[src/hw/rtl/bcfa_pkg.sv]
// Shared types and constants for the contiguous frame allocator.
// Used by every module of the allocator core; depends on nothing.
package bcfa_pkg;

	localparam int unsigned NumFramesDefault = 4096;
	localparam int unsigned WordWidth = 64;
	localparam int unsigned QueueDepth = 2;

	localparam logic [1:0] StOk      = 2'd0;
	localparam logic [1:0] StNoSpace = 2'd1;
	localparam logic [1:0] StZero    = 2'd2;
	localparam logic [1:0] StClipped = 2'd3;

	localparam logic KindAlloc = 1'b0;
	localparam logic KindFree  = 1'b1;

	localparam logic CfgSearchStart = 1'b0;
	localparam logic CfgSearchEnd   = 1'b1;

	// Command handed from the front end to the execution engine.
	typedef struct packed {
		logic        is_free;
		logic        is_zero;
		logic [11:0] base_frame;
		logic [12:0] count;
	} cmd_t;

	typedef enum logic [2:0] {
		EX_IDLE,
		EX_SCAN,
		EX_CLEAR,
		EX_FILL,
		EX_DONE
	} ex_state_t;

endpackage

[src/hw/rtl/bitmap_contiguous_frame_allocator_core.sv]
// Top level of the contiguous frame allocator core.
// Depends on bcfa_pkg, bcfa_front and bcfa_engine.
//
// One free bit per 4 KiB frame, 1 meaning free, held in a memory of 64-bit
// words that is cleared to all allocated by a pass over every word after
// reset, during which the engine takes no command. Each item yields exactly
// one result. Work is done one frame at a time through the single memory
// port: an allocate scans frames and then clears the run that it found, a
// free sets its frames, and a zero count touches no frame.
// A two-entry command queue in front lets items arrive while one executes.
module bitmap_contiguous_frame_allocator_core #(
	parameter int unsigned NUM_FRAMES = bcfa_pkg::NumFramesDefault
) (
	input  logic        clk,
	input  logic        arst_n,
	input  logic        s_axis_tvalid,
	output logic        s_axis_tready,
	input  logic [31:0] s_axis_tdata,   // base_frame[11:0], count[24:12]
	input  logic        s_axis_tuser,   // kind
	output logic        m_axis_tvalid,
	input  logic        m_axis_tready,
	output logic [15:0] m_axis_tdata,   // status[1:0], run_base[13:2]
	input  logic        cfg_we,
	input  logic        cfg_index,
	input  logic [12:0] cfg_data
);

	logic           cmd_valid;
	logic           cmd_ready;
	bcfa_pkg::cmd_t cmd;
	logic [11:0]    search_start_q;
	logic [12:0]    search_end_q;
	logic [1:0]     status;
	logic [11:0]    run_base;

	// Configuration registers.
	always_ff @(posedge clk or negedge arst_n) begin
		if (!arst_n) begin
			search_start_q <= '0;
			search_end_q   <= 13'd4096;
		end else if (cfg_we) begin
			case (cfg_index)
				bcfa_pkg::CfgSearchStart: search_start_q <= cfg_data[11:0];
				bcfa_pkg::CfgSearchEnd:   search_end_q   <= cfg_data;
				default: ;
			endcase
		end
	end

	bcfa_front u_front (
		.clk        (clk),
		.arst_n     (arst_n),
		.in_valid   (s_axis_tvalid),
		.in_ready   (s_axis_tready),
		.kind       (s_axis_tuser),
		.base_frame (s_axis_tdata[11:0]),
		.count      (s_axis_tdata[24:12]),
		.cmd_valid  (cmd_valid),
		.cmd_ready  (cmd_ready),
		.cmd        (cmd)
	);

	bcfa_engine #(.NUM_FRAMES(NUM_FRAMES)) u_engine (
		.clk          (clk),
		.arst_n       (arst_n),
		.cmd_valid    (cmd_valid),
		.cmd_ready    (cmd_ready),
		.cmd          (cmd),
		.search_start (search_start_q),
		.search_end   (search_end_q),
		.res_valid    (m_axis_tvalid),
		.res_ready    (m_axis_tready),
		.res_status   (status),
		.res_run_base (run_base)
	);

	assign m_axis_tdata = {2'b00, run_base, status};

endmodule

[src/hw/rtl/bcfa_front.sv]
// Front end: accepts items, classifies them and queues commands.
// Depends on bcfa_pkg.
module bcfa_front (
	input  logic                clk,
	input  logic                arst_n,
	input  logic                in_valid,
	output logic                in_ready,
	input  logic                kind,
	input  logic [11:0]         base_frame,
	input  logic [12:0]         count,
	output logic                cmd_valid,
	input  logic                cmd_ready,
	output bcfa_pkg::cmd_t      cmd
);

	bcfa_pkg::cmd_t entry_q [bcfa_pkg::QueueDepth];
	logic           wr_ptr_q;
	logic           rd_ptr_q;
	logic [1:0]     fill_q;
	logic           push;
	logic           pop;

	assign in_ready  = (fill_q != 2'(bcfa_pkg::QueueDepth));
	assign push      = in_valid && in_ready;
	assign cmd_valid = (fill_q != 2'd0);
	assign pop       = cmd_valid && cmd_ready;
	assign cmd       = entry_q[rd_ptr_q];

	// Queue storage; classification is done on the way in.
	always_ff @(posedge clk) begin
		if (push) begin
			entry_q[wr_ptr_q].is_free    <= (kind == bcfa_pkg::KindFree);
			entry_q[wr_ptr_q].is_zero    <= (count == 13'd0);
			entry_q[wr_ptr_q].base_frame <= base_frame;
			entry_q[wr_ptr_q].count      <= count;
		end
	end

	// Queue pointers and fill count.
	always_ff @(posedge clk or negedge arst_n) begin
		if (!arst_n) begin
			wr_ptr_q <= 1'b0;
			rd_ptr_q <= 1'b0;
			fill_q   <= 2'd0;
		end else begin
			if (push) wr_ptr_q <= ~wr_ptr_q;
			if (pop) rd_ptr_q <= ~rd_ptr_q;
			fill_q <= fill_q + 2'(push) - 2'(pop);
		end
	end

	assert property (@(posedge clk) disable iff (!arst_n) fill_q <= 2'(bcfa_pkg::QueueDepth))
		else $error("queue overfilled");
	assert property (@(posedge clk) disable iff (!arst_n)
		push && !pop |=> fill_q == $past(fill_q) + 2'd1)
		else $error("fill count lost a push");
	assert property (@(posedge clk) disable iff (!arst_n) fill_q == 2'd0 |-> !pop)
		else $error("pop from empty queue");

endmodule

[src/hw/rtl/bcfa_engine.sv]
// Execution engine: owns the free map as a word memory, scans and updates it.
// Depends on bcfa_pkg.
module bcfa_engine #(
	parameter int unsigned NUM_FRAMES = bcfa_pkg::NumFramesDefault
) (
	input  logic           clk,
	input  logic           arst_n,
	input  logic           cmd_valid,
	output logic           cmd_ready,
	input  bcfa_pkg::cmd_t cmd,
	input  logic [11:0]    search_start,
	input  logic [12:0]    search_end,
	output logic           res_valid,
	input  logic           res_ready,
	output logic [1:0]     res_status,
	output logic [11:0]    res_run_base
);

	localparam int unsigned WW = bcfa_pkg::WordWidth;
	localparam int unsigned NumWords = (NUM_FRAMES + WW - 1) / WW;
	localparam int unsigned FW = $clog2(NUM_FRAMES + 1);
	localparam int unsigned AW = (NumWords > 1) ? $clog2(NumWords) : 1;
	localparam int unsigned BW = $clog2(WW);
	localparam int unsigned CW = (FW > 13) ? FW : 13;

	typedef logic [WW-1:0] word_t;

	word_t                 mem_q [NumWords];
	word_t                 rd_word_q;
	logic   [AW:0]         clr_addr_q;
	logic                  clr_busy_q;

	bcfa_pkg::ex_state_t   state_q, state_d;
	logic   [CW:0]         pos_q;      // current frame
	logic   [CW:0]         last_q;     // one past last frame of the walk
	logic   [CW:0]         run_q;
	logic   [CW:0]         run_start_q;
	logic   [12:0]         need_q;
	logic                  rd_ok_q;
	logic   [1:0]          status_q;
	logic   [11:0]         base_q;
	logic                  out_valid_q;

	logic   [CW:0]         eff_end;
	logic   [CW:0]         free_last;
	logic                  bit_now;
	logic   [AW-1:0]       word_idx;
	logic   [BW-1:0]       bit_idx;
	logic                  wr_en;
	word_t                 wr_word;
	logic   [AW-1:0]       rd_addr;
	logic                  accept;

	assign eff_end = ({{(CW-12){1'b0}}, search_end} > (CW+1)'(NUM_FRAMES))
		? (CW+1)'(NUM_FRAMES) : (CW+1)'(search_end);
	assign free_last = ((CW+1)'(cmd.base_frame) + (CW+1)'(cmd.count) > (CW+1)'(NUM_FRAMES))
		? (CW+1)'(NUM_FRAMES) : (CW+1)'(cmd.base_frame) + (CW+1)'(cmd.count);

	assign word_idx = AW'(pos_q >> BW);
	assign bit_idx  = pos_q[BW-1:0];
	assign bit_now  = rd_word_q[bit_idx];
	assign accept   = cmd_valid && cmd_ready;
	assign cmd_ready = (state_q == bcfa_pkg::EX_IDLE) && !clr_busy_q && !out_valid_q;

	// Next state.
	always_comb begin
		state_d = state_q;
		case (state_q)
			bcfa_pkg::EX_IDLE: begin
				if (accept) begin
					if (cmd.is_zero) state_d = bcfa_pkg::EX_DONE;
					else if (cmd.is_free) state_d = bcfa_pkg::EX_FILL;
					else state_d = bcfa_pkg::EX_SCAN;
				end
			end
			bcfa_pkg::EX_SCAN: begin
				if (pos_q >= last_q) state_d = bcfa_pkg::EX_DONE;
				else if (rd_ok_q && bit_now && (run_q + 1'b1 == (CW+1)'(need_q)))
					state_d = bcfa_pkg::EX_CLEAR;
			end
			bcfa_pkg::EX_CLEAR, bcfa_pkg::EX_FILL: begin
				if (pos_q >= last_q) state_d = bcfa_pkg::EX_DONE;
			end
			bcfa_pkg::EX_DONE: state_d = bcfa_pkg::EX_IDLE;
			default: state_d = bcfa_pkg::EX_IDLE;
		endcase
	end

	// Memory port control: one read and one read-modify-write per frame, or a write of zero per word while clearing.
	always_comb begin
		wr_en   = 1'b0;
		wr_word = rd_word_q;
		rd_addr = word_idx;
		if (clr_busy_q) begin
			wr_en   = 1'b1;
			wr_word = '0;
		end else if ((state_q == bcfa_pkg::EX_CLEAR || state_q == bcfa_pkg::EX_FILL)
				&& rd_ok_q && pos_q < last_q) begin
			wr_en = 1'b1;
			wr_word[bit_idx] = (state_q == bcfa_pkg::EX_FILL);
		end
	end

	// Free map memory with registered read.
	always_ff @(posedge clk) begin
		if (wr_en) mem_q[clr_busy_q ? clr_addr_q[AW-1:0] : word_idx] <= wr_word;
		rd_word_q <= mem_q[rd_addr];
	end

	// Clearing pass after reset.
	always_ff @(posedge clk or negedge arst_n) begin
		if (!arst_n) begin
			clr_addr_q <= '0;
			clr_busy_q <= 1'b1;
		end else if (clr_busy_q) begin
			clr_addr_q <= clr_addr_q + 1'b1;
			if (clr_addr_q == (AW+1)'(NumWords - 1)) clr_busy_q <= 1'b0;
		end
	end

	// Walk control. A read is valid in the cycle after the address settles; each
	// frame has an address step, then a use step, and writes land on the same word.
	always_ff @(posedge clk or negedge arst_n) begin
		if (!arst_n) begin
			state_q     <= bcfa_pkg::EX_IDLE;
			out_valid_q <= 1'b0;
			rd_ok_q     <= 1'b0;
			pos_q       <= '0;
			last_q      <= '0;
			run_q       <= '0;
			run_start_q <= '0;
			need_q      <= '0;
			status_q    <= bcfa_pkg::StOk;
			base_q      <= '0;
		end else begin
			state_q <= state_d;
			if (out_valid_q && res_ready) out_valid_q <= 1'b0;
			case (state_q)
				bcfa_pkg::EX_IDLE: begin
					rd_ok_q <= 1'b0;
					run_q   <= '0;
					need_q  <= cmd.count;
					if (accept) begin
						base_q <= '0;
						if (cmd.is_zero) begin
							status_q <= bcfa_pkg::StZero;
						end else if (cmd.is_free) begin
							pos_q    <= (CW+1)'(cmd.base_frame);
							last_q   <= free_last;
							status_q <= ((CW+1)'(cmd.base_frame) + (CW+1)'(cmd.count)
								> (CW+1)'(NUM_FRAMES)) ? bcfa_pkg::StClipped : bcfa_pkg::StOk;
						end else begin
							pos_q    <= (CW+1)'(search_start);
							last_q   <= eff_end;
							status_q <= bcfa_pkg::StNoSpace;
						end
					end
				end
				bcfa_pkg::EX_SCAN: begin
					rd_ok_q <= ~rd_ok_q;
					if (rd_ok_q) begin
						if (!bit_now) begin
							run_q <= '0;
							pos_q <= pos_q + 1'b1;
						end else begin
							if (run_q == '0) run_start_q <= pos_q;
							if (run_q + 1'b1 == (CW+1)'(need_q)) begin
								status_q <= bcfa_pkg::StOk;
								base_q   <= (run_q == '0) ? 12'(pos_q) : 12'(run_start_q);
								last_q   <= pos_q + 1'b1;
								pos_q    <= (run_q == '0) ? pos_q : run_start_q;
							end else begin
								pos_q <= pos_q + 1'b1;
							end
							run_q <= run_q + 1'b1;
						end
					end
				end
				bcfa_pkg::EX_CLEAR, bcfa_pkg::EX_FILL: begin
					rd_ok_q <= ~rd_ok_q;
					if (rd_ok_q) pos_q <= pos_q + 1'b1;
				end
				bcfa_pkg::EX_DONE: out_valid_q <= 1'b1;
				default: ;
			endcase
		end
	end

	// Result register outputs.
	always_comb begin
		res_valid    = out_valid_q;
		res_status   = status_q;
		res_run_base = base_q;
	end

	assert property (@(posedge clk) disable iff (!arst_n) clr_busy_q |-> !cmd_ready)
		else $error("command taken during clearing pass");
	assert property (@(posedge clk) disable iff (!arst_n)
		out_valid_q && !res_ready |=> out_valid_q && $stable(status_q) && $stable(base_q))
		else $error("result changed while stalled");
	assert property (@(posedge clk) disable iff (!arst_n)
		state_q == bcfa_pkg::EX_CLEAR |-> status_q == bcfa_pkg::StOk)
		else $error("clear without successful scan");

endmodule
[config.mk]
export PLATFORM = sky130hd
export DESIGN_NAME = bitmap_contiguous_frame_allocator_core
export DESIGN_NICKNAME = d
export VERILOG_FILES = /design/src/hw/rtl/bcfa_pkg.sv /design/src/hw/rtl/bitmap_contiguous_frame_allocator_core.sv /design/src/hw/rtl/bcfa_front.sv /design/src/hw/rtl/bcfa_engine.sv
export SDC_FILE = /design/constraint.sdc
export NUM_CORES = 2
export LEC_CHECK = 0
export ABC_CLOCK_PERIOD_IN_PS = 22500
export CORE_UTILIZATION = 35
export CTS_BUF_LIST = sky130_fd_sc_hd__clkbuf_2
export DETAILED_ROUTE_END_ITERATION = 8
export DONT_BUFFER_PORTS = 1
export PLACE_DENSITY_LB_ADDON = 0.08
export SYNTH_ARGS = -nofsm -noshare
export SYNTH_HDL_FRONTEND = slang
export SYNTH_HIERARCHICAL = 1
export SYNTH_MEMORY_MAX_BITS = 65536
export SYNTH_SLANG_ARGS = --single-unit
[constraint.sdc]
create_clock -name clk -period 22.5 [get_ports clk]
set_clock_uncertainty 0.15 [all_clocks]
set_input_delay 2.25 -clock clk [delete_from_list [all_inputs] [get_ports clk]]
set_output_delay 2.25 -clock clk [all_outputs]
set_load 0.005 [all_outputs]
# After elaboration in Yosys (flattened, before gate mapping)

Memories as Yosys holds them, arrays and structs flattened. A register that Yosys moved wholly into a read port is not among the register bits.
Cells that the tools add are included.

Bits of input ports: 52
Word-level logic and storage cells: 142
Memory bits (writable): 4150
Output and inout port bits: 18
Flip-flop bits (word level): 125
Memories kept: 2

Add/sub/neg operators: 6
Bitwise logic cells: 4
Reduce and logical (&&, ||, !) cells: 31
Mux-type cells: 61
Order comparisons: 6
Eq/ne operators: 15

Memory list:

| memory          | depth | width | read ports | clocked after Yosys merged registers in | wr ports | line              | text |
|---|---|---|---|---|---|---|---|
| u_engine.mem_q  | 64    | 64    | 1          | 1                                       | 1        | bcfa_engine.sv:28 | `word_t mem_q [NumWords];` |
| u_front.entry_q | 2     | 27    | 1          | 0                                       | 1        | bcfa_front.sv:16  | `bcfa_pkg::cmd_t entry_q [bcfa_pkg::QueueDepth];` |

Operators by type and width:

| operator              | number |
|---|---|
| $mux 14               | 16 |
| $mux 64               | 2 |
| $mux 12               | 6 |
| $bwmux 64             | 1 |
| $pmux 14 s2           | 2 |
| $pmux 14 s3           | 1 |
| $add 14x1->14 const B | 2 |
| $pmux 12 s2           | 1 |
| $mux 2                | 8 |
| $mux 3                | 5 |
| $add 12x13->14        | 1 |
| $eq 14x13->1          | 1 |
| $ge 14x14->1          | 1 |
| $gt 14x13->1 const B  | 1 |
| $logic_not 14->1      | 1 |
| $lt 14x14->1          | 1 |
| $gt 13x13->1 const B  | 1 |
| $logic_not 13->1      | 1 |
| $mux 13               | 1 |
| $mux 1                | 12 |
| $logic_and 1x1->1     | 10 |
| $ne 2x1->1 const B    | 5 |
| $reduce_and 5->1      | 2 |
| $pmux 3 s3            | 1 |
| 27 further kinds      | 40 |

# Logic depth before layout (Yosys ltp)

Depth in word-level cells: 8
Mapped depth: 14
Gate-level depth less buffers: 12

# Hierarchy

Netlist, hierarchy kept.

By module, submodules not included:

| module                                 | sequential area each (µm²) | cells each | area an instance (µm²) | instances |
|---|---|---|---|---|
| bcfa_engine                            | 126682.7                   | 7014       | 164779.3               | 1 |
| bcfa_front                             | 1721.7                     | 111        | 2212.1                 | 1 |
| bitmap_contiguous_frame_allocator_core | 626.9                      | 57         | 1007.2                 | 1 |

# Worst setup path before layout

OpenSTA, ideal clock, no wires.

Path type: register to register
From: register u_engine.pos_q[0]
To: memory u_engine/mem_q[48][0] in the netlist's numbering, enable pin
Required time: 21.785 ns
Period minus slack after synthesis: 7.577 ns
Library setup time: 0.565 ns
Cell stages (with the launch flop): 14
Path slack: 14.923 ns
Data arrival time: 6.862 ns
Path through: dfrtp_1 -> buf_2 -> inv_2 -> ha_1 -> nor2b_1 -> o21a_1 -> o21a_1 -> o21a_1 -> o21a_1 -> o221a_2 -> clkbuf_1 -> o31a_1 -> clkbuf_1 -> nor3_1

Word-level cells in the longest chain between the ends: 6

RTL lines:

| item                   | line               | text |
|---|---|---|
| from (decl)            | bcfa_engine.sv:34  | `logic [CW:0] pos_q;` |
| from (signal assigned) | bcfa_engine.sv:148 | `pos_q <= (CW+1)'(cmd.base_frame);` |
| from (signal assigned) | bcfa_engine.sv:153 | `pos_q <= (CW+1)'(search_start);` |
| from (signal assigned) | bcfa_engine.sv:164 | `pos_q <= pos_q + 1'b1;` |
| $lt 14x14->1           | bcfa_engine.sv:98  | `&& rd_ok_q && pos_q < last_q) begin` |
| $logic_and 1x1->1      | bcfa_engine.sv:98  |  |
| $mux 1                 | bcfa_engine.sv:97  | `end else if ((state_q == bcfa_pkg::EX_CLEAR \|\| state_q == bcfa_pkg::EX_FILL)` |
| $mux 1                 | bcfa_engine.sv:94  | `if (clr_busy_q) begin` |
| $mux 1 (2 in a row)    | bcfa_engine.sv:106 | `if (wr_en) mem_q[clr_busy_q ? clr_addr_q[AW-1:0] : word_idx] <= wr_word;` |
| to (decl)              | bcfa_engine.sv:28  |  |

Every way passes these cells.

# Final worst setup path

From: register u_engine.pos_q[11]
To: memory u_engine/mem_q[32][33] in the netlist's numbering, enable pin

Word-level cells in the longest chain between the ends: 6
Elaborated cells between the ends (all ways): 7
Those cells by class: order compare: 1; mux: 5; reduce/logical: 1

RTL lines:

| item                | line |
|---|---|
| $lt 14x14->1        | bcfa_engine.sv:98 |
| $logic_and 1x1->1   | bcfa_engine.sv:98 |
| $mux 1              | bcfa_engine.sv:97 |
| $mux 1              | bcfa_engine.sv:94 |
| $mux 1 (2 in a row) | bcfa_engine.sv:106 |

Several ways; a longest one is shown, not always the timed one.

==> flow_metrics.env <==
export IMPL_drive_above_1_share_pct=40.7
export IMPL_slowest_delay_ps=1140
export IMPL_clock_latency_ps=2400
export IMPL_first_global_vias=90400
export IMPL_num_nets_final=8460
export IMPL_post_cts_setup_buffer_count=0
export IMPL_leakage_nw=60.4
export IMPL_critPathKind="flop to flop"
export IMPL_io_pins=70
export IMPL_setup_tns_ps=0
export IMPL_post_route_util_pct=39.5
export IMPL_drv_slew=0
export IMPL_worst_path_max_delay_cell="nor2_4"
export IMPL_cp_data_arrival_time_ps=8620
export IMPL_cp_num_cells=11
export IMPL_ir_drop_mv=0.0932
export IMPL_worstHoldEndpoint="u_engine/clr_addr_q[6]"
export IMPL_synthToLayoutAreaGrowth_pct=12.5
export IMPL_share_of_total_power_consumed_by_net_switching_pct=33.9
export IMPL_grt_remaining_overflow=0
export IMPL_cts_htree_levels=7
export IMPL_critPathTopFamily="simple AND/OR/NAND/NOR gates"
export IMPL_critPathMostFrequentCell="buf_4"
export IMPL_final_cell_area_um2=189000
export IMPL_post_dp_cell_area_um2=178000
export IMPL_placeableCoreArea_um2=478000
export IMPL_synthesis_instances=7182
export IMPL_cts_tree="yes"
export IMPL_synth_async_reset_ratio_pct=2.88
export IMPL_power_share_sequential_pct=45.6
export IMPL_source_of_the_worst_hold_timing_path="u_engine/clr_addr_q[6]"
export IMPL_mappedNetlistArea_um2=168000
export IMPL_cts_clk_slew_worst_paths_ps=80
export IMPL_power_density_nw_per_um2=121
export IMPL_final_hold_viol_count=0
export IMPL_period_share_pct=31.0
export IMPL_max_cap_violations=0
export IMPL_run_status="complete, but fails checks"
export IMPL_cts_root_cell="clkbuf_2"
export IMPL_switchingPower_mw=7.77
export IMPL_finalHoldWorstSlack_ps=325
export IMPL_worstMarginPinSlew_ps=1300
export IMPL_power_total_mw=23.0
export IMPL_synth_enable_flop_cells=4150
export IMPL_route_detailed_drc=96
export IMPL_ys_seq_area_share_pct=76.8
export IMPL_route_detailed_wl_per_inst_um=33.9
export IMPL_dieHeight_um=695
export IMPL_reg2regPathDepth=11
export IMPL_numCtsBuffers=1232
export IMPL_cp_cell_sequence="ha_1 -> a21o_1 -> a21o_1 -> a21oi_4 -> buf_4 -> and3_1 -> a31o_2 -> nand2_1 -> nor2_4 -> buf_4 -> buf_4"
export IMPL_rows=254
export IMPL_slew_headroom_pct=12.7
export IMPL_groute_usage_overall_pct=22.1
export IMPL_setup_repair_after_global_routing_missed_its_margin="no"
export IMPL_worst_hold_path_type="flop to flop"
export IMPL_critical_path_n_buffers_inverters=3
export IMPL_violated_checks="DRC"
export IMPL_port_buffers=0
export IMPL_setup_viol=0
export IMPL_worst_setup_path_end_kind="flop"
export IMPL_n_fill_cell=43400
export IMPL_design_die_area_um2=483000
export IMPL_power_share_clock_pct=23.8
export IMPL_dp_hpwl_um=264000
export IMPL_vias=85200
export IMPL_worst_ep_required_time_ps=24150
export IMPL_p_int_mw=15.2
export IMPL_cts_sinks=4339
export IMPL_timing_reg2reg_setup_slack_ps=15520
export IMPL_yosysWarningCount=6
export IMPL_yosysUniqueCellTypes=87
export IMPL_ant_nets=0
export IMPL_worst_r2r_endpoint="u_engine/mem_q[32][33]"
export IMPL_final_weighted_congestion_of_routability_driven_global_placement=0.795
export IMPL_grt_max_degree=129
export IMPL_regToRegStartpoint="u_engine/pos_q[11]"
export IMPL_detail_route_first_pass_iterations=7
export IMPL_crit_path_launch_type="flop"
export IMPL_comb_power_share_pct=30.6
export IMPL_detailedRoute_firstIterationViolations=8635
export IMPL_detail_route_wirelength_um=529000
export IMPL_grt_antenna_before_repair=29
export IMPL_synth_seq_cells=4339
export IMPL_max_freq_mhz=143
export IMPL_synth_area_per_cell_um2=23.4
export IMPL_grt_first_pass_wirelength_um=726000
export IMPL_cts_root_to_sink_buffers=5
export IMPL_dominantRegCellSynth="edfxtp_1"
export IMPL_vias_per_cell=5.46
export IMPL_worstPathMaxFanout=38
export IMPL_chipWidth_um=695
export IMPL_holdPathStages=1
export IMPL_post_layout_min_period_ps=6980
export IMPL_initial_utilization_pct=35.1
## sequential cells by signal, summed over array words and instances, names as in the netlist, 2 cells and up
signal and flops:
u_engine/rd_word_q 64, u_engine/res_status 2, u_engine/last_q 14, u_engine/res_run_base 12, u_engine/need_q 13, search_start_q 12
u_engine/run_start_q 14, u_engine/run_q 14, u_engine/pos_q 14, search_end_q 13, u_engine/clr_addr_q 7, u_front/entry_q 54
u_engine/state_q 3, u_front/fill_q 2, u_engine/mem_q 4096
## timing repair
item                       in CTS  in global routing
setup endpoints to repair       0                  0
hold endpoints to repair      254                  0
hold buffers                   73                  0
resized for setup               0                  0
## cell families (layout without fill, tap and decap cells)
kind of cell / after synthesis / count (layout) / share of synthesized area [%]
and+or+nand+nor: 520 / 520 / 1.50
adders and majority gates: 32 / 32 / 0.243
xor gates and xnor gates: 49 / 49 / 0.255
buffers and inverters: 427 / 2419 / 1.01
muxes: 1461 / 1461 / 18.9
AOI/OAI and AO/OA: 353 / 353 / 1.34
other: 1 / 26 / 0.00223
DFF: 4339 / 4339 / 76.8
## routing by layer
layer | routed length, um | track usage (%) | vias to the layer above
li1 | - | - | 34000
met1 | 226000 | 29.7 | 47200
met2 | 257000 | 35.6 | 3323
met3 | 32700 | 5.19 | 738
met4 | 13400 | 7.10 | 0
met5 | 0 | 0 | -
## worst max-delay path by stage
stage / from / end
3_3_place_gp: u_engine/pos_q[11] / u_engine/mem_q[32][14]
4_1_cts: u_engine/pos_q[11] / u_engine/mem_q[32][33]
2_1_floorplan: u_engine/pos_q[0] / u_engine/mem_q[48][0]
5_1_grt: u_engine/pos_q[11] / u_engine/mem_q[32][33]
6_report: u_engine/pos_q[11] / u_engine/mem_q[32][33]
3_5_place_dp: u_engine/pos_q[11] / u_engine/mem_q[32][41]
## stage by stage
stage                     setup slack [ps]  std cells
after floorplan                      14920       7183
after global placement               15690      13500
after detailed placement             15730      13500
after CTS                            15540      15600
after global routing                 15440      15600
final                                15520      15600
## cells in the mapped netlist (17+ instances only)
library cell,instances,area (um^2)
buf_2,18,90.1
ha_1,31,388
nand3_1,100,500
edfxtp_1,4150,125000
dfxtp_1,64,1280
nand4_1,25,156
nor2_1,127,477
clkbuf_1,261,980
o31ai_1,26,195
o211ai_1,27,203
o21ai_0,111,556
xnor2_1,30,263
mux2i_1,34,340
nor3_1,36,180
dfrtp_1,123,3080
nand2_1,137,514
or3_1,17,106
mux4_2,1352,30400
xor2_1,19,166
inv_1,29,109
mux2_2,61,687
a21oi_1,81,405
buf_1,104,390
## cells in the final DEF (no fill, tap or decap), types with 27 or more instances in the layout
cell type	count
inv_1	29
mux2_2	61
nor2_4	55
mux2i_1	34
clkinv_2	27
o211ai_1	27
dlygate4sd3_1	72
buf_12	28
dfrtp_1	116
clkbuf_2	1806
nand3_1	100
xnor2_1	30
mux4_2	1352
a21oi_4	44
nor2_1	71
edfxtp_1	4150
buf_4	253
o21ai_0	88
clkinv_1	172
nand2_1	137
dfxtp_1	64
a21oi_1	38
ha_1	31
## cell type report
class	count	area (um^2)	share of cell area, %
tap	6400	8010	4.24
sequential	4339	129000	68.3
inverter	32	128	0.0675
clock buffer	1806	9040	4.78
clock inverter	227	1070	0.566
antenna	24	60.1	0.0318
multi-input combinational	2417	38500	20.4
timing repair buffer	354	3210	1.70
## power groups by stage
stage	combinational [mW]	sequential, mW	clock, mW
floorplan	4.57	10.6	0
global placement	7.01	10.6	0
detailed placement	7.12	10.6	0
CTS	7.16	10.5	5.70
global route	7.51	10.5	6.10
finish	7.04	10.5	5.46
No activity file was read; power rests on OpenSTA's default activity.
